File: config.mk
export PLATFORM = sky130hd
export DESIGN_NAME = mlfq_task_scheduler
export DESIGN_NICKNAME = d
export VERILOG_FILES = /design/src/design/mlfq_pkg.sv /design/src/design/mlfq_task_scheduler.sv
export SDC_FILE = /design/constraint.sdc
export NUM_CORES = 2
export LEC_CHECK = 0
export BUFFER_PORTS_ARGS = -buffer_cell sky130_fd_sc_hd__clkbuf_2
export CORE_MARGIN = 2
export CORE_UTILIZATION = 45
export CTS_CLUSTER_DIAMETER = 200
export DETAILED_ROUTE_END_ITERATION = 10
export PLACE_DENSITY = 0.58
export REMOVE_ABC_BUFFERS = 1
export SYNTH_ARGS = -nofsm -noshare
export SYNTH_HDL_FRONTEND = slang
export SYNTH_SLANG_ARGS = --single-unit
File: constraint.sdc
create_clock -name clk_i -period 10.37 [get_ports clk_i]
set_clock_uncertainty 0.1 [all_clocks]
set_input_delay 3.111 -clock clk_i [delete_from_list [all_inputs] [get_ports clk_i]]
set_output_delay 3.111 -clock clk_i [all_outputs]
set_load 0.05 [all_outputs]
File: src/design/mlfq_pkg.sv
`timescale 1ns / 1ps
package mlfq_pkg;

  localparam int unsigned LevelMin = 3;
  localparam int unsigned LevelMax = 8;
  localparam int unsigned TaskMax = 16;
  localparam int unsigned CntMax = 255;
  localparam int unsigned TickMax = 65535;

  typedef enum logic [1:0] {
    CfgLevelCount = 2'd0,
    CfgBoostPeriod = 2'd1,
    CfgQuantum = 2'd2,
    CfgAllotment = 2'd3
  } cfg_idx_e;

  typedef enum logic [3:0] {
    StIdle,
    StBoostScan,
    StBoostPop,
    StBoostPush,
    StBoostHeld,
    StHeldRd,
    StHeldChk,
    StPickScan,
    StPickRd,
    StRun,
    StDone
  } state_e;

endpackage

File: src/design/mlfq_task_scheduler.sv
`timescale 1ns / 1ps
// An arrival item is written in StIdle and ends in StDone. A tick item passes StHeldRd,
// StHeldChk if a task is held, StPickScan and StPickRd if a new task is picked, StRun, StDone.
// A boost pops each queued task of the levels in use, then pushes each back onto level 0.
// Items are taken one at a time; busy is high while an item is worked on, and the queue
// memory is walked one entry at a time by a single sequencer.
// Reset clears all control state; the receiver cannot stall, so each result is shown
// on the result ports for one cycle with valid_o high.
module mlfq_task_scheduler (
  input  logic        clk_i,
  input  logic        rst_ni,
  input  logic        start,
  output logic        busy,
  input  logic        cfg_we_i,
  input  logic [1:0]  cfg_idx_i,
  input  logic [63:0] cfg_data_i,
  input  logic        kind_i,
  input  logic [3:0]  task_id_i,
  input  logic [15:0] burst_i,
  output logic        valid_o,
  output logic [3:0]  ran_task_o,
  output logic        idle_o,
  output logic        finished_o,
  output logic        demoted_o,
  output logic [2:0]  ran_level_o,
  output logic        boosted_o
);
  import mlfq_pkg::*;

  localparam int unsigned TW = (TaskMax > 1) ? $clog2(TaskMax) : 1;
  localparam int unsigned LW = $clog2(LevelMax);
  localparam int unsigned CW = $clog2(TaskMax + 1);

  // Configuration registers.
  logic [3:0]  lvl_cnt_q;
  logic [15:0] boost_per_q;
  logic [63:0] quant_q, allot_q;

  always_ff @(posedge clk_i or negedge rst_ni) begin
    if (!rst_ni) begin
      lvl_cnt_q <= 4'(LevelMin);
      boost_per_q <= '0;
      quant_q <= '0;
      allot_q <= '0;
    end else if (cfg_we_i) begin
      case (cfg_idx_e'(cfg_idx_i))
        CfgLevelCount: lvl_cnt_q <= cfg_data_i[3:0];
        CfgBoostPeriod: boost_per_q <= cfg_data_i[15:0];
        CfgQuantum: quant_q <= cfg_data_i;
        CfgAllotment: allot_q <= cfg_data_i;
        default: ;
      endcase
    end
  end

  logic [3:0] levels;
  always_comb begin
    if (lvl_cnt_q < 4'(LevelMin)) levels = 4'(LevelMin);
    else if (lvl_cnt_q > 4'(LevelMax)) levels = 4'(LevelMax);
    else levels = lvl_cnt_q;
  end

  // Queue memory: one row of TaskMax entries per level.
  logic [TW-1:0] qmem [LevelMax*TaskMax];
  logic          qm_we;
  logic [LW+TW-1:0] qm_waddr, qm_raddr;
  logic [TW-1:0] qm_wdata, qm_rdata;
  always_ff @(posedge clk_i) begin
    if (qm_we) qmem[qm_waddr] <= qm_wdata;
    qm_rdata <= qmem[qm_raddr];
  end

  // Per-task memory: remaining, level, units at level.
  logic [15:0]    rem_mem [TaskMax];
  logic [LW-1:0]  lvl_mem [TaskMax];
  logic [7:0]     ual_mem [TaskMax];
  logic           tk_we;
  logic [TW-1:0]  tk_waddr, tk_raddr;
  logic [15:0]    tk_wrem, tk_rrem;
  logic [LW-1:0]  tk_wlvl, tk_rlvl;
  logic [7:0]     tk_wual, tk_rual;
  always_ff @(posedge clk_i) begin
    if (tk_we) begin
      rem_mem[tk_waddr] <= tk_wrem;
      lvl_mem[tk_waddr] <= tk_wlvl;
      ual_mem[tk_waddr] <= tk_wual;
    end
    tk_rrem <= rem_mem[tk_raddr];
    tk_rlvl <= lvl_mem[tk_raddr];
    tk_rual <= ual_mem[tk_raddr];
  end

  state_e state_q, state_d;
  logic [TW-1:0] head_q [LevelMax];
  logic [CW-1:0] cnt_q [LevelMax];
  logic [TaskMax-1:0] act_q, act_d;
  logic [TW-1:0] held_q, held_d;
  logic          hv_q, hv_d;
  logic [7:0]    turn_q, turn_d;
  logic [15:0]   tsb_q, tsb_d;
  logic [LW-1:0] lv_q, lv_d;
  logic [CW-1:0] bn_q, bn_d;   // tasks collected by boost
  logic [CW-1:0] bk_q, bk_d;   // boost push index
  logic [TW-1:0] bids_q [TaskMax];
  logic          bid_we;
  logic          boost_q, boost_d, dem_q, dem_d;

  // Queue operation requests applied in the clocked block.
  logic          push_en, pop_en;
  logic [LW-1:0] push_l, pop_l;

  logic [LevelMax-1:0] nz;
  always_comb begin
    for (int i = 0; i < LevelMax; i++) nz[i] = (cnt_q[i] != '0);
  end

  logic [7:0] allot_b, quant_b;
  assign allot_b = allot_q[8*tk_rlvl +: 8];
  assign quant_b = quant_q[8*tk_rlvl +: 8];

  logic higher, spent;
  always_comb begin
    higher = 1'b0;
    for (int i = 0; i < LevelMax; i++)
      if (LW'(i) < tk_rlvl && nz[i]) higher = 1'b1;
  end
  assign spent = (allot_b != 8'd0) && (tk_rual >= allot_b);

  logic id_ok;
  assign id_ok = ({1'b0, task_id_i} < 5'(TaskMax));

  always_comb begin
    state_d = state_q;
    act_d = act_q;
    held_d = held_q;
    hv_d = hv_q;
    turn_d = turn_q;
    tsb_d = tsb_q;
    lv_d = lv_q;
    bn_d = bn_q;
    bk_d = bk_q;
    boost_d = boost_q;
    dem_d = dem_q;
    push_en = 1'b0;
    push_l = '0;
    pop_en = 1'b0;
    pop_l = lv_q;
    bid_we = 1'b0;
    qm_we = 1'b0;
    qm_waddr = '0;
    qm_wdata = '0;
    qm_raddr = {lv_q, head_q[lv_q]};
    tk_we = 1'b0;
    tk_waddr = held_q;
    tk_raddr = held_q;
    tk_wrem = tk_rrem;
    tk_wlvl = tk_rlvl;
    tk_wual = tk_rual;
    valid_o = 1'b0;
    case (state_q)
      StIdle: begin
        tk_raddr = held_q;
        if (start) begin
          boost_d = 1'b0;
          dem_d = 1'b0;
          if (!kind_i) begin
            if (id_ok && !act_q[task_id_i[TW-1:0]] && burst_i != 16'd0 &&
                cnt_q[0] < CW'(TaskMax)) begin
              act_d[task_id_i[TW-1:0]] = 1'b1;
              tk_we = 1'b1;
              tk_waddr = task_id_i[TW-1:0];
              tk_wrem = burst_i;
              tk_wlvl = '0;
              tk_wual = '0;
              push_en = 1'b1;
              push_l = '0;
              qm_we = 1'b1;
              qm_waddr = {LW'(0), TW'(head_q[0] + TW'(cnt_q[0]))};
              qm_wdata = task_id_i[TW-1:0];
            end else if (id_ok && !act_q[task_id_i[TW-1:0]] && burst_i != 16'd0) begin
              act_d[task_id_i[TW-1:0]] = 1'b1;
              tk_we = 1'b1;
              tk_waddr = task_id_i[TW-1:0];
              tk_wrem = burst_i;
              tk_wlvl = '0;
              tk_wual = '0;
            end
            state_d = StDone;
          end else if (boost_per_q != 16'd0 && tsb_q >= boost_per_q) begin
            boost_d = 1'b1;
            tsb_d = '0;
            lv_d = '0;
            bn_d = '0;
            state_d = StBoostScan;
          end else begin
            state_d = StHeldRd;
          end
        end
      end
      StBoostScan: begin
        // Pop every entry of levels in use, one per step, into a holding list.
        if ({1'b0, lv_q} < levels && nz[lv_q] && bn_q < CW'(TaskMax)) begin
          qm_raddr = {lv_q, head_q[lv_q]};
          pop_en = 1'b1;
          pop_l = lv_q;
          state_d = StBoostPop;
        end else if ({1'b0, lv_q} + 4'd1 < levels && bn_q < CW'(TaskMax)) begin
          lv_d = lv_q + LW'(1);
        end else begin
          bk_d = '0;
          state_d = StBoostPush;
        end
      end
      StBoostPop: begin
        bid_we = 1'b1;
        bn_d = bn_q + CW'(1);
        state_d = StBoostScan;
      end
      StBoostPush: begin
        if (bk_q < bn_q) begin
          tk_we = 1'b1;
          tk_waddr = bids_q[bk_q[TW-1:0]];
          tk_wlvl = '0;
          tk_wual = '0;
          tk_raddr = bids_q[bk_q[TW-1:0]];
          state_d = StBoostHeld;
        end else if (hv_q) begin
          state_d = StBoostHeld;
        end else begin
          state_d = StHeldRd;
        end
      end
      StBoostHeld: begin
        // Remaining-time field was read the cycle before; write it back unchanged.
        if (bk_q < bn_q) begin
          tk_we = 1'b1;
          tk_waddr = bids_q[bk_q[TW-1:0]];
          tk_wrem = tk_rrem;
          tk_wlvl = '0;
          tk_wual = '0;
          if (cnt_q[0] < CW'(TaskMax)) begin
            push_en = 1'b1;
            qm_we = 1'b1;
            qm_waddr = {LW'(0), TW'(head_q[0] + TW'(cnt_q[0]))};
            qm_wdata = bids_q[bk_q[TW-1:0]];
          end
          bk_d = bk_q + CW'(1);
          state_d = StBoostPush;
        end else begin
          tk_we = 1'b1;
          tk_waddr = held_q;
          tk_wrem = tk_rrem;
          tk_wlvl = '0;
          tk_wual = '0;
          if (cnt_q[0] < CW'(TaskMax)) begin
            push_en = 1'b1;
            qm_we = 1'b1;
            qm_waddr = {LW'(0), TW'(head_q[0] + TW'(cnt_q[0]))};
            qm_wdata = held_q;
          end
          hv_d = 1'b0;
          turn_d = '0;
          state_d = StHeldRd;
        end
      end
      StHeldRd: begin
        tk_raddr = held_q;
        state_d = hv_q ? StHeldChk : StPickScan;
        lv_d = '0;
      end
      StHeldChk: begin
        lv_d = '0;
        if (higher || spent || (quant_b != 8'd0 && turn_q >= quant_b)) begin
          push_l = tk_rlvl;
          if (spent && {1'b0, tk_rlvl} + 4'd1 < levels) begin
            push_l = tk_rlvl + LW'(1);
            tk_we = 1'b1;
            tk_wlvl = push_l;
            tk_wual = '0;
            dem_d = 1'b1;
          end
          if (cnt_q[push_l] < CW'(TaskMax)) begin
            push_en = 1'b1;
            qm_we = 1'b1;
            qm_waddr = {push_l, TW'(head_q[push_l] + TW'(cnt_q[push_l]))};
            qm_wdata = held_q;
          end
          hv_d = 1'b0;
          state_d = StPickScan;
        end else begin
          state_d = StRun;
        end
      end
      StPickScan: begin
        qm_raddr = {lv_q, head_q[lv_q]};
        if (nz[lv_q] && {1'b0, lv_q} < levels) begin
          pop_en = 1'b1;
          state_d = StPickRd;
        end else if ({1'b0, lv_q} + 4'd1 < levels) begin
          lv_d = lv_q + LW'(1);
        end else begin
          state_d = StRun;
        end
      end
      StPickRd: begin
        held_d = qm_rdata;
        hv_d = 1'b1;
        turn_d = '0;
        tk_raddr = qm_rdata;
        // A freshly picked task is never preempted in the same tick, so it runs at once.
        state_d = StRun;
      end
      StRun: begin
        tk_raddr = held_q;
        if (hv_q) begin
          tk_we = 1'b1;
          tk_wrem = (tk_rrem != 16'd0) ? tk_rrem - 16'd1 : tk_rrem;
          tk_wual = (tk_rual != 8'(CntMax)) ? tk_rual + 8'd1 : tk_rual;
          if (turn_q != 8'(CntMax)) turn_d = turn_q + 8'd1;
          if (tk_wrem == 16'd0) begin
            act_d[held_q] = 1'b0;
            hv_d = 1'b0;
          end
        end
        if (tsb_q != 16'(TickMax)) tsb_d = tsb_q + 16'd1;
        valid_o = 1'b1;
        state_d = StDone;
      end
      StDone: state_d = StIdle;
      default: state_d = StIdle;
    endcase
  end

  always_ff @(posedge clk_i or negedge rst_ni) begin
    if (!rst_ni) begin
      state_q <= StIdle;
      act_q <= '0;
      held_q <= '0;
      hv_q <= 1'b0;
      turn_q <= '0;
      tsb_q <= '0;
      lv_q <= '0;
      bn_q <= '0;
      bk_q <= '0;
      boost_q <= 1'b0;
      dem_q <= 1'b0;
      for (int i = 0; i < LevelMax; i++) begin
        head_q[i] <= '0;
        cnt_q[i] <= '0;
      end
    end else begin
      state_q <= state_d;
      act_q <= act_d;
      held_q <= held_d;
      hv_q <= hv_d;
      turn_q <= turn_d;
      tsb_q <= tsb_d;
      lv_q <= lv_d;
      bn_q <= bn_d;
      bk_q <= bk_d;
      boost_q <= boost_d;
      dem_q <= dem_d;
      for (int i = 0; i < LevelMax; i++) begin
        if (pop_en && pop_l == LW'(i) && push_en && push_l == LW'(i)) begin
          head_q[i] <= head_q[i] + TW'(1);
        end else if (pop_en && pop_l == LW'(i)) begin
          head_q[i] <= head_q[i] + TW'(1);
          cnt_q[i] <= cnt_q[i] - CW'(1);
        end else if (push_en && push_l == LW'(i)) begin
          cnt_q[i] <= cnt_q[i] + CW'(1);
        end
      end
    end
  end

  always_ff @(posedge clk_i) begin
    if (bid_we) bids_q[bn_q[TW-1:0]] <= qm_rdata;
  end

  // Picking a task in StPickRd changes held_q, so the run step must read the new
  // entry; the memory read in StPickRd covers that because tk_raddr follows qm_rdata.
  assign busy = (state_q != StIdle);
  assign ran_task_o = hv_q ? 4'(held_q) : 4'd0;
  assign idle_o = !hv_q;
  assign finished_o = hv_q && (tk_wrem == 16'd0);
  assign demoted_o = dem_q;
  assign ran_level_o = hv_q ? 3'(tk_rlvl) : 3'd0;
  assign boosted_o = boost_q;

endmodule
# Word-level counts from Yosys, hierarchy flattened
# Memory sizes are Yosys's and may differ from the RTL's. A register that Yosys moved wholly into a read port is not among the register bits.
# Cells that the tools add are included.
# word_totals
reg_bits	284
ram_bits	1008
input_bits	91
output_inout_bits	13
mem_count	5
# classes
add_sub_neg	36
order_cmp	27
eq_ne	49
shift	2
muxes	196
bitwise	13
reduce_logical	123
# mem_list
memory	words	word_bits	rd	rd_clocked_by_memory_dff	write_ports	line	source
qmem	128	4	1	1	1	mlfq_task_scheduler.sv:64	logic [TW-1:0] qmem [LevelMax*TaskMax];
rem_mem	16	16	1	1	1	mlfq_task_scheduler.sv:74	logic [15:0] rem_mem [TaskMax];
ual_mem	16	8	1	1	1	mlfq_task_scheduler.sv:76	logic [7:0] ual_mem [TaskMax];
bids_q	16	4	1	0	1	mlfq_task_scheduler.sv:104	logic [TW-1:0] bids_q [TaskMax];
lvl_mem	16	3	1	1	1	mlfq_task_scheduler.sv:75	logic [LW-1:0] lvl_mem [TaskMax];
# op_table
op	n
$mux W16	16
$mux W4	47
$shiftx A64 B7 Y8	2
$mux W5	24
$mux W8	12
$pmux W16 S2	3
$mux W3	21
$logic_and A1 B1 Y1	52
$add A5 B1 Y5 const B	10
$mux W1	48
$reduce_bool A16 Y1	3
$pmux W4 S10	1
$pmux W8 S5	1
$reduce_bool A2 Y1	20
$reduce_bool A5 Y1	8
$sub A5 B1 Y5 const B	8
$ne A2 B2 Y1 const B	17
$add A4 B1 Y4 const B	8
$logic_not A16 Y1	2
$reduce_and A2 Y1	13
$bmux W4 S3	2
$eq A3 B3 Y1 const B	8
$pmux W3 S4	2
$pmux W8 S3	1
64 further kinds	117

# Longest topological paths before layout
# depth
word_depth	26
mapped_depth	28
ltp_nobuf	22

# Worst setup path before layout
# No wires, ideal clock.
# synth_path
path_kind	input -> register
from	input port task_id_i[0]
to	memory qmem[0][2] (netlist bit), data pin
setup_ns	1.197
t_arrival_ns	10.359
setup_slack_ns	-1.286
cell_stages	8
cell_sequence	buf_2 -> mux4_2 -> mux4_2 -> nor3b_4 -> clkbuf_1 -> clkbuf_1 -> a22oi_1 -> o21ai_0
# synth_between
elab_chain_len	9
# synth_lines
item	line	source
from (decl)	mlfq_task_scheduler.sv:18	input logic [3:0] task_id_i,
$bmux W1 S4	mlfq_task_scheduler.sv:167	if (id_ok && !act_q[task_id_i[TW-1:0]] && burst_i != 16'd0 &&
$mux W1 (implied by the code)	mlfq_task_scheduler.sv:167	
$logic_not A1 Y1	mlfq_task_scheduler.sv:167	
$logic_and A1 B1 Y1 (2 in series)	mlfq_task_scheduler.sv:167	
$mux W4	mlfq_task_scheduler.sv:167	
$mux W4	mlfq_task_scheduler.sv:166	if (!kind_i) begin
$mux W4	mlfq_task_scheduler.sv:163	if (start) begin
$pmux W4 S3	mlfq_task_scheduler.sv:160	case (state_q)
net qm_wdata[2]	mlfq_task_scheduler.sv:67	logic [TW-1:0] qm_wdata, qm_rdata;
to (decl)	mlfq_task_scheduler.sv:64	
# The timed path passes the listed nets, and every way through them passes these cells. The select of a mux whose other input is x is not followed.

# Worst setup path after layout
# layout_path
from	input port task_id_i[0]
to	output port finished_o
# layout_between
elab_chain_len	11
# layout_lines
item	line	source
$bmux W1 S4 *	mlfq_task_scheduler.sv:167, mlfq_task_scheduler.sv:180	
$mux W1 (implied by the code) *	mlfq_task_scheduler.sv:167, mlfq_task_scheduler.sv:180	
$logic_not A1 Y1 *	mlfq_task_scheduler.sv:167, mlfq_task_scheduler.sv:180	
$logic_and A1 B1 Y1 *	mlfq_task_scheduler.sv:167, mlfq_task_scheduler.sv:180	
$mux W16 or $logic_and A1 B1 Y1 (tied branches)	mlfq_task_scheduler.sv:180, mlfq_task_scheduler.sv:167	
$mux W16 *	mlfq_task_scheduler.sv:167	
$mux W16 *	mlfq_task_scheduler.sv:166	
$mux W16 *	mlfq_task_scheduler.sv:163	
$pmux W16 S2 *	mlfq_task_scheduler.sv:160	
net tk_wrem[15]	mlfq_task_scheduler.sv:79	logic [15:0] tk_wrem, tk_rrem;
$logic_not A16 Y1 *	mlfq_task_scheduler.sv:385	assign finished_o = hv_q && (tk_wrem == 16'd0);
$logic_and A1 B1 Y1 *	mlfq_task_scheduler.sv:385	
to (decl)	mlfq_task_scheduler.sv:23	output logic finished_o,
# The timed path passes the listed nets; every way through them passes the cells marked *. The select of a mux whose other input is x is not followed.

==> Implementation_results.wiki <==
{| class="wikitable"
! Metric !! Value
|-
| Outcome || finished clean
|-
| Share of cells above drive strength 1 || 18.5%
|-
| Setup bufs post-CTS || 0
|-
| Antenna violations before repair || 4
|-
| Yosys warning count || 0
|-
| Slew at the pin with the worst max-slew slack || 1.25 ns
|-
| Number of iterations in the first detailed-routing pass || 5
|-
| Maximum operating frequency || 98.5 MHz
|-
| Post-synthesis register bit count || 1323
|-
| Number of max-cap violations || 0
|-
| Pre-CTS setup slack || 0.258 ns
|-
| # hold bufs at CTS || 0
|-
| Path type of the worst min-delay path || flop to flop
|-
| Slack of the worst reg-to-reg path || 2.16 ns
|-
| Core area || 131000 µm²
|-
| Final ANT Viol Nets || 0
|-
| Diode count || 0
|-
| Final RePlAce weighted congestion || 0.854
|-
| Number of gates given a new drive strength after cts || 0
|-
| Worst IR Drop VDD || 0.486 mV
|-
| Minimum clock period || 10.16 ns
|-
| Sequential standard cell area || 38000 µm²
|-
| Via count || 35500
|-
| Synthesized instance count || 4198
|-
| Reg2Reg Launch Point || tk_rlvl[0]
|-
| Slowest stage cell, crit path || sky130_fd_sc_hd__mux4_2
|-
| Data arrival time at the worst-slack endpoint || 6.95 ns
|-
| Number of instances on the worst hold path || 1
|-
| Detailed-placement wirelength estimate || 91800 µm
|-
| Final global-route overflow total || 0
|-
| Row count || 133
|-
| Total GRT Usage || 22.0%
|-
| CTS HTree Levels || 4
|-
| First-pass GRT wire length || 226000 µm
|-
| Number of DRC violations after detailed routing || 0
|-
| Width of the chip || 367 µm
|-
| R2R Path End || qmem[3][1]
|-
| RSZ-0062 raised after global routing || false
|-
| Prevailing post-synth register cell || sky130_fd_sc_hd__edfxtp_1
|-
| Chain of cells forming the critical path || clkbuf_2, mux4_2, mux4_2, nand2b_1, and2_1, a21oi_1, buf_4, o21ai_0, a221o_1, nor4_1, nand4_1, nor4_1, buf_12
|-
| Standby leakage power || 24.4 nW
|-
| Number of I/O pins || 104
|-
| CTS tree || yes
|-
| Area fraction of the dominant cell type after synthesis || 51.0%
|-
| Number of buffers inserted by port buffering || 103
|-
| Worst rel slew slack || 14.2%
|-
| Final core area utilization || 50.8%
|-
| Largest net degree at the start of global routing || 181
|-
| Ranking of synthesized cells by instance count || sky130_fd_sc_hd__edfxtp_1, sky130_fd_sc_hd__nand2_1, sky130_fd_sc_hd__dfrtp_1
|-
| CTS Buf Count || 144
|-
| Period Utilization, post-route || 97.9%
|-
| Overall die area || 135000 µm²
|-
| Worst path buffer plus inverter count || 3
|-
| CP delay by family, top || simple AND/OR/NAND/NOR gates
|-
| Power Density || 304 nW/µm²
|-
| Placed Cells incl. Taps || 5905
|-
| Min setup slack post-route || 0.214 ns
|-
| Final setup violation count || 0
|-
| Critical Path End Type || output pin
|-
| Average footprint of a synthesized cell || 14.1 µm²
|-
| Largest stage delay, worst path || 0.58 ns
|-
| Post-DR vias/cell || 5.76
|-
| Hold Vio Cnt, Final || 0
|-
| Worst Reg2Reg Path Length in Cells || 20
|-
| Layout area overhead || 12.4%
|-
| Count of clock tree sinks || 1323
|-
| End of the worst hold path || allot_q[52]
|-
| Most numerous cell in the Yosys netlist || sky130_fd_sc_hd__edfxtp_1
|-
| Sequential share of the synthesized area || 64.0%
|-
| Die height || 367 µm
|-
| Data required time of the worst path || 7.16 ns
|-
| Effective utilization at floorplan || 45.2%
|-
| Final WL || 149000 µm
|-
| Number of nets in the final layout || 4495
|-
| Buffer type at the clock tree root || sky130_fd_sc_hd__clkbuf_16
|-
| Number of standard cells in the final layout excluding fillers || 6165
|-
| Maximum clock insertion buffer count || 3
|-
| Clock slew seen by the registers of the worst setup and hold paths || 0.06 ns
|-
| Largest area contributor in the netlist || sky130_fd_sc_hd__edfxtp_1
|-
| Multi-input gate area in the final layout || 20300 µm²
|-
| Worst setup path class || input pin to output pin
|-
| Critical path fanouts, max || 13
|-
| Drt initial violations || 2904
|-
| Clock latency on the worst-skew pair || 0.77 ns
|-
| Kind of start point of the critical path || input pin
|-
| Layout filler cell count || 11100
|-
| Worst Hold Launch || allot_q[52]
|-
| Distinct cell type count after synthesis || 92
|-
| Area of the mapped netlist || 59400 µm²
|-
| Leading cell types by total area after synthesis || sky130_fd_sc_hd__edfxtp_1, sky130_fd_sc_hd__dfrtp_1, sky130_fd_sc_hd__mux4_2, sky130_fd_sc_hd__mux2i_1, sky130_fd_sc_hd__mux2_2
|-
| Final Slew Violations || 0
|-
| Setup TNS after final layout || 0 ns
|-
| Post-Layout Inst Area || 66800 µm²
|-
| Cell area after placement || 62100 µm²
|-
| EDFF count, synth || 1008
|-
| Wirelength per Cell || 24.1 µm
|-
| Vias in the first global route || 35600
|-
| Share of flip-flops with an asynchronous set or reset || 21.5%
|}
[final cells by class]
type | count | share of cell area (%)
Tap cell | 1755 | 3.29
Sequential cell | 1323 | 56.9
Clock inverter | 64 | 0.950
Multi-Input combinational cell | 2548 | 30.5
Clock buffer | 196 | 5.96
Timing Repair Buffer | 191 | 1.89
Inverter | 88 | 0.495
[worst max-delay path by stage]
stage                  from     endpoint  slack [ns]  depth (start not counted)
2_1_floorplan       lv_q[0]  qm_rdata[0]       -7.26                          8
3_3_place_gp   task_id_i[0]   finished_o        0.26                         11
3_5_place_dp   task_id_i[0]   finished_o        0.26                         11
4_1_cts        task_id_i[0]   finished_o        0.24                         13
5_1_grt        task_id_i[0]   finished_o        0.05                         13
6_report       task_id_i[0]   finished_o        0.21                         13
[cell usage in the layout, fill, tap and decap left out, types with 19 or more instances in the layout]
| master | n |
|---|---|
| sky130_fd_sc_hd__edfxtp_1 | 1008 |
| sky130_fd_sc_hd__nand2_1 | 389 |
| sky130_fd_sc_hd__dfrtp_1 | 282 |
| sky130_fd_sc_hd__mux2i_1 | 264 |
| sky130_fd_sc_hd__mux2_2 | 223 |
| sky130_fd_sc_hd__nor2_1 | 212 |
| sky130_fd_sc_hd__a211oi_1 | 155 |
| sky130_fd_sc_hd__clkbuf_16 | 149 |
| sky130_fd_sc_hd__a21oi_1 | 130 |
| sky130_fd_sc_hd__mux4_2 | 127 |
| sky130_fd_sc_hd__and2_1 | 123 |
| sky130_fd_sc_hd__a31oi_1 | 109 |
| sky130_fd_sc_hd__clkbuf_2 | 101 |
| sky130_fd_sc_hd__ha_1 | 98 |
| sky130_fd_sc_hd__inv_1 | 84 |
| sky130_fd_sc_hd__buf_4 | 83 |
| sky130_fd_sc_hd__o21ai_0 | 67 |
| sky130_fd_sc_hd__xnor2_1 | 56 |
| sky130_fd_sc_hd__nor3_1 | 49 |
| sky130_fd_sc_hd__a21o_1 | 47 |
| sky130_fd_sc_hd__a221o_1 | 45 |
| sky130_fd_sc_hd__clkbuf_1 | 40 |
| sky130_fd_sc_hd__nor4_1 | 39 |
| sky130_fd_sc_hd__o22ai_1 | 36 |
| sky130_fd_sc_hd__a311oi_1 | 32 |
| sky130_fd_sc_hd__dfxtp_1 | 29 |
| sky130_fd_sc_hd__nand2b_1 | 27 |
| sky130_fd_sc_hd__nand3_1 | 25 |
| sky130_fd_sc_hd__nor2b_1 | 21 |
| sky130_fd_sc_hd__clkinv_1 | 21 |
| sky130_fd_sc_hd__clkinv_2 | 20 |
| sky130_fd_sc_hd__and3_1 | 19 |
[per-layer routing]
| metal | part of all wire (%) | GRT usage [%] | up-vias |
|---|---|---|---|
| li1 | - | - | 16300 |
| met5 | 0.011 | 0 | - |
| met3 | 5.0 | 3.45 | 214 |
| met1 | 45 | 30.7 | 18100 |
| met2 | 48 | 35.6 | 904 |
| met4 | 2.7 | 6.60 | 2 |
[logic make-up after synthesis]
group	share of synthesized area (%)
AO/OA/AOI/OAI	8.38
flip-flops	64.0
buffers and inverters	2.23
XOR/XNOR	1.16
AND/OR/NAND/NOR	8.25
multiplexers	13.6
adder cells (fa/ha/maj)	2.40
[metrics by stage]
stage	power (mW)	hold slack (ns)
2_1_floorplan	13.1	0.368
3_3_place_gp	15.3	0.381
3_5_place_dp	15.4	0.386
4_1_cts	20.4	0.404
5_1_grt	21.3	0.413
6_report	20.3	0.399
[registers in the layout, indices dropped and copies added (netlist names), 4 cells and up]
register	cells
rem_mem	256
act_q	16
held_q	4
lvl_mem	48
tsb_q	16
allot_q	64
ual_mem	128
tk_rrem	16
bn_q	5
boost_per_q	16
quant_q	64
cnt_q	40
bk_q	5
qm_rdata	4
bids_q	64
tk_rual	8
head_q	32
lvl_cnt_q	4
state_q	4
qmem	512
turn_q	8
[power breakdown]
group          internal (mW)  switching [mW]
Clock                   2.92            2.08
Combinational           2.97            4.92
Sequential              6.82           0.568
Total                   12.7            7.57
(Power assumes the default switching activity.)
